[config.mk]
export PLATFORM = sky130hd
export DESIGN_NAME = utf16_substring_search_flat
export DESIGN_NICKNAME = d
export VERILOG_FILES = /design/src/sv/u16ss_pkg.sv /design/src/sv/u16ss_if.sv /design/src/sv/u16ss_match.sv /design/src/sv/utf16_substring_search.sv /design/src/flat_wrapper.sv
export SDC_FILE = /design/constraint.sdc
export NUM_CORES = 2
export LEC_CHECK = 0
export BUFFER_PORTS_ARGS = -buffer_cell sky130_fd_sc_hd__buf_2
export CAP_MARGIN = 10
export CORE_MARGIN = 2
export CORE_UTILIZATION = 39
export DETAILED_ROUTE_END_ITERATION = 8
export PLACE_DENSITY = 0.6
export SLEW_MARGIN = 20
export SYNTH_ARGS = -nofsm -noshare
export SYNTH_HDL_FRONTEND = slang
export SYNTH_SLANG_ARGS = --single-unit
[constraint.sdc]
create_clock -name i_clk -period 88.9 [get_ports i_clk]
set_input_delay 17.78 -clock i_clk [delete_from_list [all_inputs] [get_ports i_clk]]
set_output_delay 17.78 -clock i_clk [all_outputs]
set_load 0.005 [all_outputs]
[src/sv/u16ss_pkg.sv]
// Shared types and constants of the UTF-16 substring search block.
package u16ss_pkg;

    localparam int PATTERN_MAX = 64;
    localparam int TEXT_MAX    = 65535;

    localparam int UNIT_W = 16;
    localparam int POS_W  = 16;
    localparam int LEN_W  = $clog2(PATTERN_MAX + 1);
    localparam int CNT_W  = $clog2(TEXT_MAX + 1);
    // Wide enough for count, offset and length sums without wrap.
    localparam int CMP_W  = ((CNT_W > POS_W) ? CNT_W : POS_W) + 1;

    localparam logic [1:0] OP_LOAD  = 2'd0;
    localparam logic [1:0] OP_TEXT  = 2'd1;
    localparam logic [1:0] OP_CLEAR = 2'd2;

    typedef logic [PATTERN_MAX-1:0][UNIT_W-1:0] t_unit_arr;

    typedef struct packed {
        logic [1:0]        op;
        logic [UNIT_W-1:0] ch;
        logic              last;
        logic [POS_W-1:0]  start_at;
    } t_in_beat;

    typedef struct packed {
        logic             found;
        logic [POS_W-1:0] position;
    } t_res_beat;

endpackage

[src/sv/u16ss_if.sv]
// Valid/ready channel interfaces for input beats and result beats.
interface u16ss_in_if;
    import u16ss_pkg::*;
    logic     valid;
    logic     ready;
    t_in_beat data;
    modport source (output valid, output data, input ready);
    modport sink   (input valid, input data, output ready);
endinterface

interface u16ss_res_if;
    import u16ss_pkg::*;
    logic      valid;
    logic      ready;
    t_res_beat data;
    modport source (output valid, output data, input ready);
    modport sink   (input valid, input data, output ready);
endinterface

[src/sv/u16ss_match.sv]
// Parallel compare of the text window against the reversed pattern.
module u16ss_match (
    input  u16ss_pkg::t_unit_arr         i_window,
    input  u16ss_pkg::t_unit_arr         i_pattern,
    input  logic [u16ss_pkg::LEN_W-1:0]  i_length,
    output logic                         o_match
);
    import u16ss_pkg::*;

    logic [PATTERN_MAX-1:0] w_ok;

    always_comb begin
        for (int k = 0; k < PATTERN_MAX; k++) begin
            w_ok[k] = (LEN_W'(k) >= i_length) || (i_window[k] == i_pattern[k]);
        end
    end

    assign o_match = &w_ok;

endmodule

[src/sv/utf16_substring_search.sv]
// A beat is taken into the input register; its result is then written to the output register.
// Throughput: one beat per cycle; a beat is held only while the result register is
// full and not drained, since every text beat may produce a result.
// Pattern is kept reversed in a shift line, so the window compare is one rank of
// fixed-position comparators and an AND tree. Reset (synchronous, active low) empties
// the pattern and ends any search; no clearing pass, pattern units need no reset.
module utf16_substring_search (
    input  logic        i_clk,
    input  logic        i_rst_n,
    u16ss_in_if.sink    i_in,
    u16ss_res_if.source o_res
);
    import u16ss_pkg::*;

    // Input register stage
    logic     r_in_valid;
    t_in_beat r_in;

    // Search state
    t_unit_arr        r_window,  n_window;
    t_unit_arr        r_pat,     n_pat;     // entry 0 holds the last loaded unit
    logic [LEN_W-1:0] r_len,     n_len;
    logic             r_loading, n_loading;
    logic [CNT_W-1:0] r_count,   n_count;
    logic [POS_W-1:0] r_offset,  n_offset;
    logic             r_done,    n_done;

    // Result register
    logic             r_out_valid;
    logic             r_found,   n_found;
    logic [POS_W-1:0] r_pos,     n_pos;

    logic             w_fire;
    logic             w_emit;
    logic             w_match;
    logic             w_pat_shift;
    logic             w_win_shift;

    // Process the held beat when the result register can take a result.
    assign w_fire     = r_in_valid && (!r_out_valid || o_res.ready);
    assign i_in.ready = !r_in_valid || w_fire;

    // Window with the held text unit pushed in as the newest entry.
    always_comb begin
        n_window[0] = r_in.ch;
        for (int k = 1; k < PATTERN_MAX; k++) begin
            n_window[k] = r_window[k-1];
        end
        n_pat[0] = r_in.ch;
        for (int k = 1; k < PATTERN_MAX; k++) begin
            n_pat[k] = r_pat[k-1];
        end
    end

    u16ss_match u_match (
        .i_window  (n_window),
        .i_pattern (r_pat),
        .i_length  (r_len),
        .o_match   (w_match)
    );

    // Next-state and result logic for one beat.
    always_comb begin
        logic [LEN_W-1:0] len_base;
        logic [POS_W-1:0] offset;
        logic             done;
        logic [CNT_W-1:0] cnt_inc;
        logic             hit;

        n_len       = r_len;
        n_loading   = r_loading;
        n_count     = r_count;
        n_offset    = r_offset;
        n_done      = r_done;
        n_found     = 1'b0;
        n_pos       = '0;
        w_emit      = 1'b0;
        w_pat_shift = 1'b0;
        w_win_shift = 1'b0;
        len_base    = r_loading ? r_len : '0;
        offset      = (r_count == '0) ? r_in.start_at : r_offset;
        done        = (r_count == '0) ? 1'b0 : r_done;
        cnt_inc     = r_count + CNT_W'(1);
        hit         = 1'b0;

        unique case (r_in.op)
            OP_LOAD: begin
                // End any search; first unit of a new load empties the pattern.
                n_count   = '0;
                n_done    = 1'b0;
                n_loading = !r_in.last;
                n_len     = len_base;
                if (len_base < LEN_W'(PATTERN_MAX)) begin
                    w_pat_shift = 1'b1;
                    n_len       = len_base + LEN_W'(1);
                end
            end
            OP_TEXT: begin
                n_loading = 1'b0;
                n_offset  = offset;
                if (!done && (r_count < CNT_W'(TEXT_MAX))) begin
                    w_win_shift = 1'b1;
                    n_count     = cnt_inc;
                    if (r_len == '0) begin
                        hit   = CMP_W'(cnt_inc) >= CMP_W'(offset);
                        n_pos = offset;
                    end else begin
                        hit   = w_match &&
                                (CMP_W'(cnt_inc) >= CMP_W'(r_len) + CMP_W'(offset));
                        n_pos = POS_W'(CMP_W'(cnt_inc) - CMP_W'(r_len));
                    end
                end
                n_done  = done || hit;
                n_found = hit;
                w_emit  = hit;
                if (r_in.last) begin
                    // Report not-found unless a match was already given.
                    if (!(done || hit)) begin
                        w_emit = 1'b1;
                        n_pos  = '0;
                    end
                    n_count = '0;
                    n_done  = 1'b0;
                end
            end
            OP_CLEAR: begin
                n_count   = '0;
                n_done    = 1'b0;
                n_len     = '0;
                n_loading = 1'b0;
            end
            default: begin
                // Unused op: drop the beat.
            end
        endcase
    end

    // Control registers
    always_ff @(posedge i_clk) begin
        if (!i_rst_n) begin
            r_in_valid  <= 1'b0;
            r_out_valid <= 1'b0;
            r_len       <= '0;
            r_loading   <= 1'b0;
            r_count     <= '0;
            r_offset    <= '0;
            r_done      <= 1'b0;
        end else begin
            if (i_in.ready) begin
                r_in_valid <= i_in.valid;
            end
            if (w_fire) begin
                r_len     <= n_len;
                r_loading <= n_loading;
                r_count   <= n_count;
                r_offset  <= n_offset;
                r_done    <= n_done;
            end
            if (w_fire && w_emit) begin
                r_out_valid <= 1'b1;
            end else if (o_res.ready) begin
                r_out_valid <= 1'b0;
            end
        end
    end

    // Payload registers
    always_ff @(posedge i_clk) begin
        if (i_in.ready) begin
            r_in <= i_in.data;
        end
        if (w_fire && w_pat_shift) begin
            r_pat <= n_pat;
        end
        if (w_fire && w_win_shift) begin
            r_window <= n_window;
        end
        if (w_fire && w_emit) begin
            r_found <= n_found;
            r_pos   <= n_pos;
        end
    end

    assign o_res.valid         = r_out_valid;
    assign o_res.data.found    = r_found;
    assign o_res.data.position = r_pos;

endmodule

[src/flat_wrapper.sv]
// flat-port wrapper written by rule: the top's interface ports become plain ports
module utf16_substring_search_flat import u16ss_pkg::*;
  (i_clk, i_rst_n, i_in_valid, i_in_data, i_in_ready, o_res_valid, o_res_data, o_res_ready);
  u16ss_in_if i_in_i ();
  u16ss_res_if o_res_i ();
  input  logic i_clk;
  input  logic i_rst_n;
  input wire logic [$bits(i_in_i.valid)-1:0] i_in_valid;
  input wire logic [$bits(i_in_i.data)-1:0] i_in_data;
  output wire logic [$bits(i_in_i.ready)-1:0] i_in_ready;
  output wire logic [$bits(o_res_i.valid)-1:0] o_res_valid;
  output wire logic [$bits(o_res_i.data)-1:0] o_res_data;
  input wire logic [$bits(o_res_i.ready)-1:0] o_res_ready;
  assign i_in_i.valid = i_in_valid;
  assign i_in_i.data = i_in_data;
  assign i_in_ready = i_in_i.ready;
  assign o_res_valid = o_res_i.valid;
  assign o_res_data = o_res_i.data;
  assign o_res_i.ready = o_res_ready;
  utf16_substring_search u_core (.i_clk(i_clk), .i_rst_n(i_rst_n), .i_in(i_in_i), .o_res(o_res_i));
endmodule
==> summary.md <==
The flow ran to the end, and the final reports show no timing, DRC or antenna violations. The fraction of layout cells with a size suffix above 1 works out to 0.0946. Counting instances in the post-synthesis netlist gives the leading cell types as edfxtp_1, xnor2_1, nand4_1.

After detailed routing, the average wire length per cell comes to 20.7 µm. The worst hold path depth was 0; the number of top-level pins was 58. The Yosys step of the flow raised 0 warnings. The tools report the critical register-to-register path endpoint as u_core.r_pos[6].

The DRC violation count after routing is 0. The maximum buffer depth of the clock tree was 3. The cell taking the most area after synthesis was edfxtp_1. Synthesized net count: 4228. Most frequent cell after synthesis: edfxtp_1. In this run the horizontal extent of the chip is 453 µm. Yosys mapped the design onto 68 distinct sky130hd cell types. In this run the number of H-tree levels came out at 4. Launching element type of the critical path: an input port. The worst setup path is captured at a primary output. The net count of the finished layout is 4515. Across the VDD grid, the largest voltage drop is 0.0170 mV. The number of routed nets with antenna violations is 0. Along the worst path, the maximum fanout reaches 36. In the synthesized netlist the dominant register cell turns out to be edfxtp_1.

After detailed routing, the number of vias per cell comes to 4.88. In the final layout, the multi-input gates occupy 15000 µm². The starting density of the core came out at 0.393. For the number of fill cells, the log shows 16900.

TritonCTS built the clock tree. The count of flip-flops with a built-in enable after synthesis was 2084; the number of antenna repair diodes was 0. The congestion estimate from routability-driven global placement came to 0.846. The run gives 0 as the number of buffers inserted by hold repair at cts. The logs give 1 for the initial antenna violation count and 0 for the count of endpoints failing setup in the final report. The critical path launch point was o_res_ready. The total clock sinks is 2127. The global-route wire length before repair is 222000 µm.

Detailed placement ended at an HPWL of 98900 µm. Synthesis inferred 2127 register bits. The logs give 0 ns for the final sum of negative setup slack and 4134 for the cell count after synthesis. By area the synthesized netlist is led by edfxtp_1, xnor2_1, xor2_1, nand4_1, dfxtp_1. Entering global routing, the biggest net connects 172 pins. Setup repair after global routing left no endpoint under its margin. For the worst max-slew margin expressed relative to the limit, the log shows 0.221. The number of cells on the worst reg-to-reg path is 26.

The worst hold path belongs to the class reg2reg. Capturing element of the worst setup path: i_in_ready. Derived from the worst setup path, the maximum achievable clock frequency is 27.4 MHz. The cell chosen for the clock root was clkbuf_16. The post-synthesis sequential area ratio is 0.807, and the transition time at the pin with the least slew margin is 1.16 ns. The area growth from synthesis to layout is 13.6%. For this block, the routed nets add up to 150000 µm of wire. In this run the post-CTS setup repair buffer count came out at 0. Via count of the first global-routing pass: 36200. The tools report the global-route total usage across every layer as 0.144. The fraction of post-synthesis cell area in the top cell type by area came out at 0.796. The worst setup path is of the in2out kind. The setup check on the worst reg-to-reg path leaves a slack of 81.02 ns. Between clock sinks in the finished design, the worst skew comes to 0.0532 ns.

The detailed-routing iteration count for the pre-antenna-repair pass is 8, and the final cell count without fillers is 7252. The average cell area after synthesis is 19.0 µm², and the fraction of the cycle the final worst path needs is 0.411. Max-cap violations in this run came to 0. At the later pin of the worst-skew pair, clock insertion delay measures 0.84 ns. STA puts the critical path data required time at 71.12 ns. The number of instances resized during post-cts repair was 0; the power per cell area was 22.4 nW/µm². The leakage power was 26.4 nW; the area taken by flip-flops and latches was 63400 µm². The core region is 200000 µm². Clock tree synthesis inserted a total of 209 buffers. The clock period could shrink to 36.55 ns. The run gives 78600 µm² as the post-synthesis instance area. The die covers 205000 µm².

The residual overflow from global routing was 0; the count of input and output buffers was 57. The number of placement rows was 164. The worst register-to-register path begins at u_core.r_count[0]. The data arrival at the endpoint of the critical path was 18.77 ns; the hold violation total from the final report was 0. The share of flip-flops with an asynchronous set or reset was 0; the via count was 35400. Chip height: 453 µm. The starting DRC count in detailed routing was 2898; the number of cells in the design after placement was 6865. The max-slew violation count was 0; the CTS clock-pin slew for the worst setup and hold paths was 0.06 ns.
cells by family after synthesis:
family / Yosys count / synth area share
flops: 2127 / 0.807
xor+xnor: 1063 / 0.118
simple gates: 582 / 0.0417
compound gates: 218 / 0.0176
buf+inv: 71 / 0.00392
fa+ha+maj: 55 / 0.00895
mux: 18 / 0.00231
critical path, cell delays in order:
cell and delay, ns:
buf_2 0.11, nor2b_1 0.25, nand2_2 0.08, buf_4 0.30
buf_2 0.21
per-stage QoR:
stage               worst slack (ns)  utilization  power, mW  area (µm²)  hold slack, ns
floorplan                      18.96            -       1.19       78600           0.447
global placement               52.32        0.413       1.17       82500           0.450
detailed placement             52.30        0.413       1.17       82500           0.455
CTS                            52.31        0.446       2.02       89300           0.428
global route                   52.24        0.446       2.06       89300           0.445
finish                         52.35        0.446       2.00       89300           0.436
flip-flops by register name, indices dropped and copies added, names as in the netlist:
signal              count
u_core.r_loading        1
u_core.r_pat           16
u_core.r_count         16
u_core.r_in_valid       1
u_core.n_pat         1024
u_core.r_done           1
u_core.r_offset        16
u_core.r_len            7
u_core.r_pos           16
u_core.r_in            19
u_core.r_found          1
u_core.n_window      1008
u_core.o_res.valid      1
cell usage in the layout, fill, tap and decap left out, types with 50 or more instances in the layout:
| cell type | count |
|---|---|
| nor2_1 | 91 |
| nand4_1 | 228 |
| ha_1 | 53 |
| nand2_1 | 50 |
| nor4_1 | 105 |
| clkinv_1 | 56 |
| buf_2 | 57 |
| xor2_1 | 222 |
| edfxtp_1 | 2084 |
| a21oi_1 | 70 |
| xnor2_1 | 841 |
| clkbuf_1 | 51 |
| clkbuf_16 | 211 |
worst min-delay path by stage:
stage	startpoint	endpoint
3_5_place_dp	u_core.n_window[327]	u_core.n_window[343]
2_1_floorplan	u_core.n_window[112]	u_core.n_window[128]
6_report	u_core.n_window[85]	u_core.n_window[101]
4_1_cts	u_core.n_window[91]	u_core.n_window[107]
5_1_grt	u_core.n_window[85]	u_core.n_window[101]
3_3_place_gp	u_core.n_pat[334]	u_core.n_pat[350]
power breakdown:
group | switching, mW | internal (mW)
clock | 0.375 | 0.481
combinational | 0.0202 | 0.0102
sequential | 0.00972 | 1.11
total | 0.405 | 1.60
final cells by class:
| class | count | area share |
|---|---|---|
| clock inverter | 124 | 0.0139 |
| sequential | 2127 | 0.710 |
| multi-input combinational | 1936 | 0.167 |
| tap | 2656 | 0.0372 |
| clock buffer | 262 | 0.0613 |
| timing repair buffer | 113 | 0.00847 |
| inverter | 34 | 0.00143 |
metal layers:
metal | up-vias | track usage | wire length, µm
li1 | 16400 | - | -
met1 | 17800 | 0.196 | 65700
met2 | 914 | 0.234 | 72100
met3 | 238 | 0.0281 | 8470
met4 | 0 | 0.0470 | 4110
met5 | - | 0 | 0
No activity file was read; power rests on OpenSTA's default activity.
